`src/rtl/bs_pkg.sv`:
```
// ----------------------------------------------------------------------------
// bs_pkg: shared definitions for the bounded stepper
// Widths, operation codes, register indexes and reset values used by the
// stepper sequencer and its serial remainder unit.
// ----------------------------------------------------------------------------
package bs_pkg;

  // Width of the held value, the step size and every range end.
  localparam int VAL_W  = 32;
  // Width of a move sum before bounding.
  localparam int WIDE_W = 64;
  // Width of the wrap span, which reaches 2^32 for the full range.
  localparam int SPAN_W = VAL_W + 1;
  // Width of the operation selector and of the register index.
  localparam int OP_W       = 2;
  localparam int CFG_ADDR_W = 2;

  localparam logic signed [VAL_W-1:0] INT_MIN = {1'b1, {(VAL_W-1){1'b0}}};
  localparam logic signed [VAL_W-1:0] INT_MAX = {1'b0, {(VAL_W-1){1'b1}}};

  typedef enum logic [OP_W-1:0] {
    OP_READ = 2'd0,
    OP_SET  = 2'd1,
    OP_MOVE = 2'd2,
    OP_STEP = 2'd3
  } op_t;

  typedef enum logic [CFG_ADDR_W-1:0] {
    REG_RANGE_MIN = 2'd0,
    REG_RANGE_MAX = 2'd1,
    REG_WRAP_MODE = 2'd2
  } cfg_reg_t;

endpackage

```
`src/rtl/bs_mod_unit.sv`:
```
// ----------------------------------------------------------------------------
// bs_mod_unit: serial inclusive wrap
// Returns lo + ((value - lo) mod span) with a non-negative remainder, using a
// restoring remainder loop that retires one dividend bit per cycle.
// ----------------------------------------------------------------------------
module bs_mod_unit (
  input  logic                                clk,
  input  logic                                rst_n,
  input  logic                                start,
  input  logic signed [bs_pkg::WIDE_W-1:0]    value,
  input  logic signed [bs_pkg::VAL_W-1:0]     lo,
  input  logic        [bs_pkg::SPAN_W-1:0]    span,
  output logic                                done,
  output logic signed [bs_pkg::VAL_W-1:0]     result
);
  import bs_pkg::*;

  localparam int CNT_W = $clog2(WIDE_W);

  typedef enum logic [2:0] {S_IDLE, S_SUB, S_ABS, S_ITER, S_FIX} state_t;

  state_t                    state_r;
  logic signed [WIDE_W-1:0]  value_r;
  logic signed [VAL_W-1:0]   lo_r;
  logic        [SPAN_W-1:0]  span_r;
  logic        [WIDE_W:0]    diff_r;
  logic        [WIDE_W-1:0]  mag_r;
  logic                      neg_r;
  logic        [VAL_W-1:0]   rem_r;
  logic        [CNT_W-1:0]   cnt_r;
  logic                      done_r;
  logic signed [VAL_W-1:0]   result_r;

  logic [WIDE_W:0]   diff_neg;
  logic [SPAN_W-1:0] rem_sh;
  logic [SPAN_W-1:0] rem_sub;
  logic [VAL_W-1:0]  rem_nxt;
  logic [SPAN_W-1:0] rem_fix;
  logic [VAL_W-1:0]  result_nxt;

  // One remainder step: shift in the next dividend bit, subtract if it fits.
  assign rem_sh   = {rem_r, mag_r[WIDE_W-1]};
  assign rem_sub  = rem_sh - span_r;
  assign rem_nxt  = (rem_sh >= span_r) ? rem_sub[VAL_W-1:0] : rem_sh[VAL_W-1:0];
  assign diff_neg = (~diff_r) + {{WIDE_W{1'b0}}, 1'b1};

  // A negative dividend leaves span - rem as the non-negative remainder.
  assign rem_fix    = (neg_r && (rem_r != '0)) ? (span_r - {1'b0, rem_r})
                                               : {1'b0, rem_r};
  assign result_nxt = lo_r + rem_fix[VAL_W-1:0];

  always_ff @(posedge clk) begin
    if (!rst_n) begin
      state_r <= S_IDLE;
      done_r  <= 1'b0;
    end else begin
      done_r <= 1'b0;
      unique case (state_r)
        S_IDLE: begin
          if (start) begin
            value_r <= value;
            lo_r    <= lo;
            span_r  <= span;
            state_r <= S_SUB;
          end
        end
        S_SUB: begin
          diff_r  <= {value_r[WIDE_W-1], value_r}
                     - {{(WIDE_W+1-VAL_W){lo_r[VAL_W-1]}}, lo_r};
          state_r <= S_ABS;
        end
        S_ABS: begin
          neg_r   <= diff_r[WIDE_W];
          mag_r   <= diff_r[WIDE_W] ? diff_neg[WIDE_W-1:0] : diff_r[WIDE_W-1:0];
          rem_r   <= '0;
          cnt_r   <= CNT_W'(WIDE_W - 1);
          state_r <= S_ITER;
        end
        S_ITER: begin
          rem_r <= rem_nxt;
          mag_r <= {mag_r[WIDE_W-2:0], 1'b0};
          cnt_r <= cnt_r - 1'b1;
          if (cnt_r == '0) begin
            state_r <= S_FIX;
          end
        end
        S_FIX: begin
          result_r <= result_nxt;
          done_r   <= 1'b1;
          state_r  <= S_IDLE;
        end
        default: begin
          state_r <= S_IDLE;
        end
      endcase
    end
  end

  assign done   = done_r;
  assign result = result_r;

  // The partial remainder never reaches the span while the loop runs.
  a_rem_below_span: assert property (@(posedge clk) disable iff (!rst_n)
    (state_r == S_ITER) |-> ({1'b0, rem_r} < span_r))
    else $error("remainder reached the span");

  // A finished result only follows the fix-up step.
  a_done_after_fix: assert property (@(posedge clk) disable iff (!rst_n)
    done_r |-> $past(state_r == S_FIX))
    else $error("done raised outside the fix-up step");

endmodule

```
`src/rtl/bounded_stepper_unit.sv`:
```
// ----------------------------------------------------------------------------
// bounded_stepper_unit: bounded up/down stepper
// Holds a signed 32-bit value and a signed step size and answers read, set,
// move and set-step words, bounding against a clamp or an inclusive wrap range.
// ----------------------------------------------------------------------------
// The stepper takes one word at a time on the in_ stream: in_tuser selects
// the operation and in_tdata carries the signed operand. A read returns the
// held value bounded against the current range, a set stores the bounded
// operand, a move adds operand times step (exact 64-bit product) and stores
// and returns the bounded sum, and a set-step replaces the step size. Read and
// move produce one out_ word, set and set-step produce none. A set-step is
// done as it is taken. A read or set passes the bound and retire steps, and
// a move first passes multiply and add steps. In wrap mode every bound goes
// through a serial remainder unit that retires one bit of a 64-bit dividend
// per cycle, and that loop sets the rate of words. in_tready is low while a
// word is in work. A finished result waits in an output register, so the next
// word is taken while the previous result is still unclaimed; a further result
// waits in the sequencer, with in_tready low, until that register is free.
// The range ends may be written in either order; the smaller acts as the lower
// end. Write the cfg_ registers only while the block is idle.
// ----------------------------------------------------------------------------
module bounded_stepper_unit (
  input  logic                              clk,
  input  logic                              rst_n,
  // Input stream.
  input  logic                              in_tvalid,
  output logic                              in_tready,
  input  logic [bs_pkg::VAL_W-1:0]          in_tdata,   // [31:0] operand
  input  logic [bs_pkg::OP_W-1:0]           in_tuser,   // [1:0] operation
  // Result stream.
  output logic                              out_tvalid,
  input  logic                              out_tready,
  output logic [bs_pkg::VAL_W-1:0]          out_tdata,  // [31:0] out_value
  // Configuration write port.
  input  logic                              cfg_we,
  input  logic [bs_pkg::CFG_ADDR_W-1:0]     cfg_addr,
  input  logic [bs_pkg::VAL_W-1:0]          cfg_wdata
);
  import bs_pkg::*;

  typedef enum logic [2:0] {
    ST_IDLE, ST_MUL, ST_ADD, ST_BOUND, ST_WRAP, ST_DONE
  } state_t;

  // Configuration registers.
  logic signed [VAL_W-1:0]  range_min_r;
  logic signed [VAL_W-1:0]  range_max_r;
  logic                     wrap_r;

  // Sequencer state, architectural state and work registers.
  state_t                   state_r;
  logic signed [VAL_W-1:0]  held_r;
  logic signed [VAL_W-1:0]  step_r;
  op_t                      op_r;
  logic signed [VAL_W-1:0]  arg_r;
  logic signed [WIDE_W-1:0] prod_r;
  logic signed [VAL_W-1:0]  base_r;
  logic signed [WIDE_W-1:0] sum_r;
  logic signed [VAL_W-1:0]  res_r;
  logic                     out_valid_r;
  logic [VAL_W-1:0]         out_data_r;

  logic signed [VAL_W-1:0]  lo;
  logic signed [VAL_W-1:0]  hi;
  logic [SPAN_W-1:0]        span;
  logic signed [WIDE_W-1:0] prod_nxt;
  logic signed [VAL_W-1:0]  held_clamp;
  logic signed [VAL_W-1:0]  sum_clamp;
  logic                     emit;
  logic                     retire;
  logic                     in_fire;
  logic                     mod_start;
  logic                     mod_done;
  logic signed [VAL_W-1:0]  mod_result;

  // Order the range ends; the span hi - lo + 1 lies between 1 and 2^32.
  always_comb begin
    if (range_min_r > range_max_r) begin
      lo = range_max_r;
      hi = range_min_r;
    end else begin
      lo = range_min_r;
      hi = range_max_r;
    end
  end

  assign span = {hi[VAL_W-1], hi} - {lo[VAL_W-1], lo} + SPAN_W'(1);

  // The 32x32 product is registered before the sum that follows it.
  assign prod_nxt = arg_r * step_r;

  // Clamp the held value; in wrap mode the held value is used as is, since
  // wrapping the sum later gives the same answer as wrapping both parts.
  always_comb begin
    if (held_r < lo) begin
      held_clamp = lo;
    end else if (held_r > hi) begin
      held_clamp = hi;
    end else begin
      held_clamp = held_r;
    end
  end

  always_comb begin
    if (sum_r < WIDE_W'(lo)) begin
      sum_clamp = lo;
    end else if (sum_r > WIDE_W'(hi)) begin
      sum_clamp = hi;
    end else begin
      sum_clamp = sum_r[VAL_W-1:0];
    end
  end

  assign emit      = (op_r == OP_READ) || (op_r == OP_MOVE);
  // The word in the retire step leaves unless its result finds the slot full and unclaimed.
  assign retire    = (state_r == ST_DONE) && (!emit || !out_valid_r || out_tready);
  assign in_tready = (state_r == ST_IDLE);
  assign in_fire   = in_tvalid && in_tready;
  assign mod_start = (state_r == ST_BOUND) && wrap_r;

  bs_mod_unit u_mod (
    .clk    (clk),
    .rst_n  (rst_n),
    .start  (mod_start),
    .value  (sum_r),
    .lo     (lo),
    .span   (span),
    .done   (mod_done),
    .result (mod_result)
  );

  // Configuration writes; an index beyond the list is ignored.
  always_ff @(posedge clk) begin
    if (!rst_n) begin
      range_min_r <= INT_MIN;
      range_max_r <= INT_MAX;
      wrap_r      <= 1'b0;
    end else if (cfg_we) begin
      unique case (cfg_addr)
        REG_RANGE_MIN: range_min_r <= cfg_wdata;
        REG_RANGE_MAX: range_max_r <= cfg_wdata;
        REG_WRAP_MODE: wrap_r      <= cfg_wdata[0];
        default: ;
      endcase
    end
  end

  // Sequencer with the held value, step size and output register.
  always_ff @(posedge clk) begin
    if (!rst_n) begin
      state_r     <= ST_IDLE;
      held_r      <= '0;
      step_r      <= VAL_W'(1);
      out_valid_r <= 1'b0;
    end else begin
      // A new result may refill the slot in the same cycle it is claimed.
      if (retire && emit) begin
        out_valid_r <= 1'b1;
        out_data_r  <= res_r;
      end else if (out_valid_r && out_tready) begin
        out_valid_r <= 1'b0;
      end
      unique case (state_r)
        ST_IDLE: begin
          if (in_fire) begin
            op_r  <= op_t'(in_tuser);
            arg_r <= in_tdata;
            unique case (op_t'(in_tuser))
              OP_READ: begin
                sum_r   <= WIDE_W'(held_r);
                state_r <= ST_BOUND;
              end
              OP_SET: begin
                sum_r   <= WIDE_W'($signed(in_tdata));
                state_r <= ST_BOUND;
              end
              OP_MOVE: begin
                state_r <= ST_MUL;
              end
              default: begin
                step_r <= in_tdata;
              end
            endcase
          end
        end
        ST_MUL: begin
          prod_r  <= prod_nxt;
          base_r  <= wrap_r ? held_r : held_clamp;
          state_r <= ST_ADD;
        end
        ST_ADD: begin
          sum_r   <= WIDE_W'(base_r) + prod_r;
          state_r <= ST_BOUND;
        end
        ST_BOUND: begin
          if (wrap_r) begin
            state_r <= ST_WRAP;
          end else begin
            res_r   <= sum_clamp;
            state_r <= ST_DONE;
          end
        end
        ST_WRAP: begin
          if (mod_done) begin
            res_r   <= mod_result;
            state_r <= ST_DONE;
          end
        end
        ST_DONE: begin
          // Hold here only while a result must go out and the slot is full and not claimed.
          if (retire) begin
            if (op_r != OP_READ) begin
              held_r <= res_r;
            end
            state_r <= ST_IDLE;
          end
        end
        default: begin
          state_r <= ST_IDLE;
        end
      endcase
    end
  end

  assign out_tvalid = out_valid_r;
  assign out_tdata  = out_data_r;

  // A new result appears only as the sequencer retires a word.
  a_out_from_done: assert property (@(posedge clk) disable iff (!rst_n)
    $rose(out_valid_r) |-> $past(state_r == ST_DONE))
    else $error("result raised outside the retire step");

  // The remainder unit finishes only while the sequencer waits for it.
  a_mod_done_in_wrap: assert property (@(posedge clk) disable iff (!rst_n)
    mod_done |-> (state_r == ST_WRAP))
    else $error("remainder unit finished while not awaited");

  // Every word other than set-step keeps the block busy for a while.
  a_busy_after_accept: assert property (@(posedge clk) disable iff (!rst_n)
    (in_fire && (in_tuser != OP_STEP)) |=> !in_tready)
    else $error("block ready right after taking a word with work");

endmodule

```
`config.mk`:
```
export PLATFORM = sky130hd
export DESIGN_NAME = bounded_stepper_unit
export DESIGN_NICKNAME = d
export VERILOG_FILES = /design/src/rtl/bs_pkg.sv /design/src/rtl/bs_mod_unit.sv /design/src/rtl/bounded_stepper_unit.sv
export SDC_FILE = /design/constraint.sdc
export NUM_CORES = 2
export LEC_CHECK = 0
export BUFFER_PORTS_ARGS = -buffer_cell sky130_fd_sc_hd__buf_2
export CAP_MARGIN = 20
export CORE_MARGIN = 2
export CORE_UTILIZATION = 40
export DETAILED_ROUTE_END_ITERATION = 10
export SLEW_MARGIN = 20
export SYNTH_ARGS = -nofsm -noshare
export SYNTH_HDL_FRONTEND = slang
export SYNTH_SLANG_ARGS = --single-unit
```
`constraint.sdc`:
```
create_clock -name clk -period 12.11 [get_ports clk]
set_input_delay 0 -clock clk [delete_from_list [all_inputs] [get_ports clk]]
set_output_delay 0 -clock clk [all_outputs]
set_load 0.01 [all_outputs]
```
==> flow_metrics.env <==
export IMPL_synth_distinct_cells=81
export IMPL_crit_path_start_kind="flip-flop"
export IMPL_synthFlopType="edfxtp_1"
export IMPL_synth_top_area_share_pct=26.4
export IMPL_syn_avg_cell_area_um2=9.64
export IMPL_relSlewSlack_pct=28.4
export IMPL_cp_arrival_ns=9.36
export IMPL_dieArea_um2=210000
export IMPL_cts_htree_levels=3
export IMPL_worst_hold_slack_ns=0.0683
export IMPL_ant_nets=0
export IMPL_worstPathRequired_ns=12.57
export IMPL_num_rows=166
export IMPL_post_drt_via_cell_ratio=5.43
export IMPL_setup_viol=0
export IMPL_max_cap_viol_count=0
export IMPL_die_y_um=458
export IMPL_antenna_found_initial=29
export IMPL_status="complete, no violations"
export IMPL_dp_cells=11100
export IMPL_cts_resized=0
export IMPL_clock_root_buffer="clkbuf_16"
export IMPL_ctsHoldBuffers=78
export IMPL_yosysSeqAreaShare_pct=24.7
export IMPL_p_int_mw=8.29
export IMPL_grt_max_degree=102
export IMPL_drive_gt1_share_pct=5.53
export IMPL_irDropWorstVdd_v=0.000144
export IMPL_crit_buf_inv=7
export IMPL_fillers=19500
export IMPL_fp_dieW_um=458
export IMPL_hold_viol=0
export IMPL_cts_buffers=90
export IMPL_synth_seq_cells=724
export IMPL_clkPwrFrac_pct=19.4
export IMPL_nets=10400
export IMPL_syn_to_final_growth_pct=9.47
export IMPL_seqPwrFrac_pct=23.5
export IMPL_clock_skew_ns=0.0555
export IMPL_synth_area_leaders="fa_1 (26%), edfxtp_1 (21%), ha_1 (10%), inv_1 (5.5%), nand2_1 (4.8%)"
export IMPL_hpwl_um=188000
export IMPL_dpl_cell_area_um2=86300
export IMPL_synth_nets=10400
export IMPL_wirelength_um=242000
export IMPL_gp_congestion=0.921
export IMPL_yosysMostFrequentCell="inv_1"
export IMPL_wire_per_inst_um=21.2
export IMPL_cts_setup_buffers=0
export IMPL_vias=61800
export IMPL_dp_slack_ns=3.15
export IMPL_regArea_um2=20400
export IMPL_power_density_nw_per_um2=164
export IMPL_cellLeakagePower_nw=40.7
export IMPL_fin_crit_ns=8.90
export IMPL_fin_crit_sh_pct=73.5
export IMPL_crit_path_end_kind="flip-flop"
export IMPL_synth_edf_count=587
export IMPL_swShare_pct=44.2
export IMPL_rsz0062_at_grt="no"
export IMPL_setup_tns_ns=0
export IMPL_pwr_share_comb_pct=57.1
export IMPL_drt_iter0_drc=4800
export IMPL_fp_coreArea_um2=205000
export IMPL_hp_class="in2reg"
export IMPL_syn_inst=8552
export IMPL_grt_pass1_vias=64000
export IMPL_total_power_mw=14.8
export IMPL_clock_sinks=724
export IMPL_worst_slew_pin_slew_ns=1.07
export IMPL_post_route_util_pct=44.1
export IMPL_grt_usage_pct=23.1
export IMPL_multi_input_area_um2=56300
export IMPL_async_reset_ff_share_pct=0
export IMPL_cp_top_family="adder cells"
export IMPL_slew_viol_final=0
export IMPL_firstDrtPassIters=5
export IMPL_yosys_warnings=0
export IMPL_grt_overflow_total=0
export IMPL_netlist_area_um2=82500
export IMPL_start_util_pct=40.3
export IMPL_cts_max_path_buffers=3
export IMPL_synth_common_cells="inv_1 (1213), fa_1 (1088), nand2_1 (1051), ha_1 (662), edfxtp_1 (587)"
export IMPL_clkTransAtPathRegs_ns=0.06
export IMPL_stdcell_count=11400
export IMPL_fmax_mhz=112
export IMPL_cp_slowest_cell="dfxtp_1"
export IMPL_io_pins=107
export IMPL_final_area_um2=90300
export IMPL_yosysTopAreaCell="fa_1"
export IMPL_grt_pass1_wl_um=376000
export IMPL_p_sw_mw=6.56
export IMPL_fin_ws_ns=3.21
export IMPL_crit_type="reg2reg"
export IMPL_slowest_delay_ns=0.63
export IMPL_drt_drc_violations_left=0
export IMPL_clk_latency_ns=0.75
export IMPL_crit_fanout=20
export IMPL_io_buffers=106
export IMPL_worst_path_most_repeated_cell="fa_1"
export IMPL_cts_tree="yes"
[kinds of logic (layout without fill, tap and decap cells)]
family          after synthesis  in the layout  share of synthesized area [%]
simple gates               2474           2474                           14.3
fa+ha+maj                  1750           1750                           36.5
buf+inv                    1581           1714                           7.20
compound gates             1527           1527                           11.8
flops                       724            724                           24.7
xor+xnor                    368            368                           3.91
mux                         128            128                           1.56
other cells                   0             12                              0
[worst reg2reg max path, delay by kind of cell, from the launching register on]
family	cells	cell delay, ns
AO/OA/AOI/OAI	8	2.08
flip-flops	1	0.63
XOR/XNOR	1	0.15
buffers and inverters	7	0.67
AND/OR/NAND/NOR	4	0.81
adder cells (fa/ha/maj)	9	4.31
[state kept, by name (all words and copies together), names as in the netlist, 32 cells and up]
name / cells
arg_r: 32
base_r: 32
held_r: 32
out_tdata: 32
prod_r: 64
range_max_r: 32
range_min_r: 32
res_r: 32
step_r: 32
sum_r: 64
u_mod.diff_r: 65
u_mod.lo_r: 32
u_mod.mag_r: 64
u_mod.rem_r: 32
u_mod.result: 32
u_mod.span_r: 33
u_mod.value_r: 64
[cell type report]
class | count | area share, %
Tap cell | 2688 | 3.73
Inverter | 1213 | 5.04
Antenna cell | 12 | 0.0333
Clock buffer | 110 | 2.70
Multi-Input combinational cell | 6247 | 62.4
Clock inverter | 57 | 0.790
Timing Repair Buffer | 334 | 2.73
Sequential cell | 724 | 22.6
[path summary, 6_finish.rpt]
kind	startpoint	endpoint	slack [ns]	cells after the start
hold / removal	in_tdata[1]	arg_r[1]	0.07	2
setup reg to reg	step_r[5]	prod_r[58]	3.21	29
hold reg to reg	res_r[15]	out_tdata[15]	0.48	0
setup / recovery	step_r[5]	prod_r[58]	3.21	29
[placed cells by master, fill, tap and decap left out, drive strengths merged, types with 38 or more instances in the layout]
cell / synthesis / final
o21bai: 51 / 51
nand2: 1051 / 1051
dlygate4sd3: 0 / 78
o211ai: 50 / 50
a21boi: 107 / 107
a221o: 38 / 38
a21o: 191 / 191
xor2: 167 / 167
dfxtp: 137 / 137
edfxtp: 587 / 587
nand3: 89 / 89
o21ai: 379 / 379
o21a: 67 / 67
nand2b: 56 / 56
xnor2: 201 / 201
a31oi: 38 / 38
fa: 1088 / 1088
nor2b: 59 / 59
nor2: 377 / 377
a21oi: 406 / 406
inv: 1213 / 1218
buf: 15 / 256
a211oi: 39 / 39
mux2i: 122 / 122
and2: 521 / 521
ha: 662 / 662
nor3: 98 / 98
clkbuf: 353 / 110
nand4: 69 / 69
[metal layers]
layer,up-vias,part of all wire [%],track usage (%)
met5,-,0.024,0
met4,10,4.5,9.59
met3,428,6.9,3.78
met2,2091,46,37.5
met1,30900,42,30.7
li1,28400,-,-
[power by group through the flow]
stage	logic, mW	clock network, mW	registers [mW]
finish	8.48	2.88	3.48
global route	9.51	3.03	3.51
CTS	8.43	2.94	3.48
detailed placement	8.35	0	3.53
global placement	8.19	0	3.53
floorplan	6.01	0	3.45
Power figures use the tool's default switching activity.
